**src/sv/a64dp_pkg.sv**
```systemverilog
// Shared types, codes and helpers for the A64 data-processing execute block.
`default_nettype none
package a64dp_pkg;

    localparam int XLEN     = 64;
    localparam int NREGS    = 31;
    localparam int IMM_SH   = 12;
    localparam int QDEPTH   = 2;
    localparam logic [4:0] ZR = 5'd31;

    typedef enum logic [1:0] {
        REQ_EXEC = 2'd0,
        REQ_LOAD = 2'd1,
        REQ_READ = 2'd2,
        REQ_NONE = 2'd3
    } req_t;

    typedef enum logic [2:0] {
        OP_NOP,
        OP_ADDI,
        OP_MOVW,
        OP_LOGIC,
        OP_ADDR,
        OP_MADD,
        OP_UNSUP
    } op_t;

    // classified item from the front part
    typedef struct packed {
        req_t        req;
        op_t         op;
        logic [31:0] instr;
        logic [4:0]  idx;
        logic [63:0] value;
    } dec_t;

    typedef struct packed {
        logic        wrote;
        logic [4:0]  dest_reg;
        logic [63:0] result_value;
        logic [3:0]  nzcv;
        logic        unsupported;
    } res_t;

    function automatic logic [63:0] shift_op(input logic [63:0] v, input logic [1:0] ty,
                                             input logic [5:0] amt_in, input logic sf);
        logic [5:0]   amt;
        logic [127:0] dbl;
        logic [63:0]  r;
        begin
            amt = sf ? amt_in : {1'b0, amt_in[4:0]};
            r = v;
            if (sf) begin
                case (ty)
                    2'd0: r = v << amt;
                    2'd1: r = v >> amt;
                    2'd2: r = 64'($signed(v) >>> amt);
                    default:
                    begin
                        dbl = {v, v} >> amt;
                        r = dbl[63:0];
                    end
                endcase
            end else begin
                case (ty)
                    2'd0: r = {32'd0, v[31:0] << amt[4:0]};
                    2'd1: r = {32'd0, v[31:0] >> amt[4:0]};
                    2'd2: r = {32'd0, 32'($signed(v[31:0]) >>> amt[4:0])};
                    default:
                    begin
                        dbl = {64'd0, v[31:0], v[31:0]} >> amt[4:0];
                        r = {32'd0, dbl[31:0]};
                    end
                endcase
            end
            return r;
        end
    endfunction

endpackage
`default_nettype wire

```
**src/sv/a64dp_front.sv**
```systemverilog
// Front part: accepts items, classifies encodings, queues them for the back part.
`default_nettype none
module a64dp_front
    import a64dp_pkg::*;
(
    input  wire logic        clk,
    input  wire logic        rst_n,
    input  wire logic        in_valid,
    output logic             in_ready,
    input  wire logic [1:0]  req_type,
    input  wire logic [31:0] instr,
    input  wire logic [4:0]  reg_index,
    input  wire logic [63:0] reg_value,
    output logic             q_valid,
    input  wire logic        q_ready,
    output dec_t             q_item
);

    dec_t       mem_reg [QDEPTH];
    logic       wp_reg, rp_reg;
    logic [1:0] cnt_reg;
    dec_t       d;
    logic       sf;
    logic [1:0] opc;

    always_comb
    begin
        sf  = instr[31];
        opc = instr[30:29];
        d.req   = req_t'(req_type);
        d.instr = instr;
        d.idx   = reg_index;
        d.value = reg_value;
        d.op    = OP_NOP;
        if (req_type == REQ_EXEC) begin
            if (instr[28:23] == 6'h22)
                d.op = OP_ADDI;
            else if (instr[28:23] == 6'h25)
                d.op = (opc == 2'd1 || (!sf && instr[22])) ? OP_UNSUP : OP_MOVW;
            else if (instr[28:24] == 5'h0A)
                d.op = (!sf && instr[15]) ? OP_UNSUP : OP_LOGIC;
            else if (instr[28:24] == 5'h0B)
                d.op = (instr[21] || instr[23:22] == 2'd3 || (!sf && instr[15]))
                       ? OP_UNSUP : OP_ADDR;
            else if (instr[28:24] == 5'h1B && opc == 2'd0 && instr[23:21] == 3'd0)
                d.op = OP_MADD;
            else
                d.op = OP_UNSUP;
        end
    end

    assign in_ready = (cnt_reg != 2'(QDEPTH));
    assign q_valid  = (cnt_reg != 2'd0);
    assign q_item   = mem_reg[rp_reg];

    always_ff @(posedge clk)
    begin
        if (in_valid && in_ready)
            mem_reg[wp_reg] <= d;
    end

    always_ff @(posedge clk or negedge rst_n)
    begin
        if (!rst_n) begin
            wp_reg  <= 1'b0;
            rp_reg  <= 1'b0;
            cnt_reg <= 2'd0;
        end else begin
            if (in_valid && in_ready)
                wp_reg <= ~wp_reg;
            if (q_valid && q_ready)
                rp_reg <= ~rp_reg;
            cnt_reg <= cnt_reg + 2'(in_valid && in_ready) - 2'(q_valid && q_ready);
        end
    end

endmodule
`default_nettype wire

```
**config.mk**
```make
export PLATFORM = sky130hd
export DESIGN_NAME = a64dp_front
export DESIGN_NICKNAME = d
export VERILOG_FILES = /design/src/sv/a64dp_pkg.sv /design/src/sv/a64dp_front.sv
export SDC_FILE = /design/constraint.sdc
export NUM_CORES = 1
export LEC_CHECK = 0
export ABC_AREA = 1
export BUFFER_PORTS_ARGS = -buffer_cell sky130_fd_sc_hd__clkbuf_2
export CORE_ASPECT_RATIO = 2
export CORE_MARGIN = 3
export CORE_UTILIZATION = 50
export CTS_CLUSTER_DIAMETER = 100
export DETAILED_ROUTE_END_ITERATION = 7
export PLACE_DENSITY = 0.83
export SLEW_MARGIN = 20
export SYNTH_ARGS = -nofsm -noshare
export SYNTH_HDL_FRONTEND = slang
export SYNTH_SLANG_ARGS = --single-unit
```
**constraint.sdc**
```tcl
create_clock -name clk -period 8.3 [get_ports clk]
set_input_delay 0.415 -clock clk [delete_from_list [all_inputs] [get_ports clk]]
set_output_delay 0.415 -clock clk [all_outputs]
set_load 0.05 [all_outputs]
```
==> flow_summary.toml <==
[grt]
grt_pass1_vias = 4970
grt_overflow_total = 0
grt.total_usage_pct = 18.02
grt-busiest-layer = "met2"
grt_max_degree = 108
met1_usage_pct = 20.29
grt_antenna_before_repair = 0
use_met2_pct = 32.71
grt_util_met3_pct = 2.994
grt_pass1_wl_um = 24430

[timing]
period_minus_slack_ns = 3.093
final_max_slew_viol_count = 0
fmaxAchievable_ghz = 0.3233
worst_pin_slew_ns = 1.090
rsz0062_at_grt = "no"
setup_tns_ns = 0
finalCritPeriodShare_pct = 37.26
fin_skew_ns = 0.01000
hold_viol = 0
slew_headroom_pct = 27.32
setup_viol = 0

[route]
drt_pass1_iterations = 4
drc = 0
drt_iter0_drc = 254
vias = 5118
wl_um = 16290
ant_nets = 0
viasPerCell = 4.912
drt-wirelength-per-cell_um = 15.64

[setup_path]
critPathMaxFanout = 107
crit_top_cell = "nand2_1"
startpoint_type = "register"
worstPathBufferInverterCount = 2
endpoint_kind = "output pin"
slowest_delay_ns = 0.86
path_class = "register to output pin"
cpLargestDelayFamily = "buffers and inverters"
cpMaxStageDelayCell = "inv_4"
critPathArrivalTime_ns = 2.68
crit_required_ns = 7.89
path_cells = "inv_4 > nand2_1 > nand2_1 > clkbuf_2"

[hold_path]
hold_class = "input port to register"

[floorplanning]
die_y_um = 185.7
ios = 215
dieWidth_um = 95.85
start_util_pct = 51.17
dieArea_um2 = 17800
coreArea_um2 = 15780
rows = 65

[clock_tree]
htree_levels = 1
cts_made_buffers = 18
ctsResizeCount = 0
ctsHoldBuffers = 1
clock_latency_ns = 0.47
postCtsSetupBuffers = 0
cts.clk_slew.worst_paths_ns = 0.07
cts_tree = "built"
cts_sinks = 216
clock_path_buffers = 3
cts-root-buf = "clkbuf_16"

[synth]
synth_area_leaders = "edfxtp_1, nand2_1, dfrtp_1"
netlist.area_leader.share_pct = 78.86
synth-seq-cells = 216
synth_flop_cell = "edfxtp_1"
yosysMostFrequentCell = "nand2_1"
ys_top_cells_by_count = "nand2_1, edfxtp_1, buf_2, nor2_1, inv_1"
netlist_instances = 612
seq_area_frac_synth_pct = 80.10
synth_top_cell_by_area = "edfxtp_1"
synth_edf_count = 212
syn_avg_cell_area_um2 = 13.19
synth_nets = 721
syn_area_um2 = 8073
synthDistinctLibCells = 18
yosys_warnings = 0
async_flop_share_pct = 1.852

[placement]
portBuffers = 214
place_congestion = 0.8361
post-dp-hpwl_um = 10590

[layout]
layout-area-overhead-vs-synth_pct = 22.19
diodes = 0
largest_reg_flops = 212
drive_gt1_share_pct = 29.85
nets = 938

[job]
maxCapViolCount = 0

[outcome]
status = "finished, final reports clean"
-- path summary, 6_finish.rpt --
check / startpoint / to / slack [ns] / cells after the start
min: reg_value[17] / mem_reg[1][17] / 0.13 / 1
max in group asynchronous: rst_n / rp_reg / 7.85 / 2
max: rp_reg / q_item[70] / 5.21 / 4
min in group asynchronous: rst_n / cnt_reg[0] / 0.29 / 2
min reg2reg: cnt_reg[0] / cnt_reg[0] / 0.54 / 1
max reg2reg: cnt_reg[1] / mem_reg[1][74] / 5.78 / 5
-- metrics by stage --
stage	hold WS (ns)	area, um2	utilization (%)	setup WS, ns	cells
floorplan	0.1194	8073	-	2.326	612
global placement	0.2294	9298	58.93	5.729	1009
detailed placement	0.2354	9298	58.93	5.701	1009
CTS	0.1087	9864	62.52	5.141	1042
global route	0.1131	9864	62.52	5.025	1042
finish	0.1316	9864	62.52	5.207	1042
-- per-layer routing --
metal / up-vias / routed length (um)
met1: 2391 / 5693
met3: 42 / 994
li1: 2487 / -
met4: 0 / 600
met5: - / 0
met2: 198 / 9005
-- cell type report --
type                    count  area [um2]
fillers                  1232        5913
clock buffers              24       514.2
multi-input cells         361        1420
clock inverters             8       42.54
flip-flops and latches    216        6470
well taps                 201       251.5
inverters                  12       47.55
repair buffers            220        1119
-- cells in the final DEF, fill, tap and decap left out, drive strengths merged --
cell / synthesis / routed
nand2: 329 / 329
clkbuf: 0 / 238
edfxtp: 212 / 212
nor2: 15 / 15
inv: 12 / 12
clkinv: 0 / 6
buf: 23 / 5
a21oi: 4 / 4
nand3: 4 / 4
dfrtp: 4 / 4
xnor2: 2 / 2
ha: 2 / 2
clkinvlp: 0 / 2
nand4: 1 / 1
or2: 1 / 1
o21ai: 1 / 1
nor3: 1 / 1
xor2: 1 / 1
dlygate4sd3: 0 / 1
-- worst reg2reg max path: cells and delay by family (launching register included) --
family	cells	cell delay [ns]
buffers and inverters	2	1.32
flip-flops	1	0.40
AND/OR/NAND/NOR	3	0.39
-- cell families after synthesis --
family | after synthesis | share of synthesized area, %
compound gates | 5 | 0.3099
xor+xnor | 3 | 0.3255
fa+ha+maj | 2 | 0.3099
buf+inv | 35 | 2.495
flops | 216 | 80.10
simple gates | 351 | 16.46
Power is left out: the tool's default activity adds up to more than one toggle a clock period on the data nets, which glitch-free logic cannot reach.
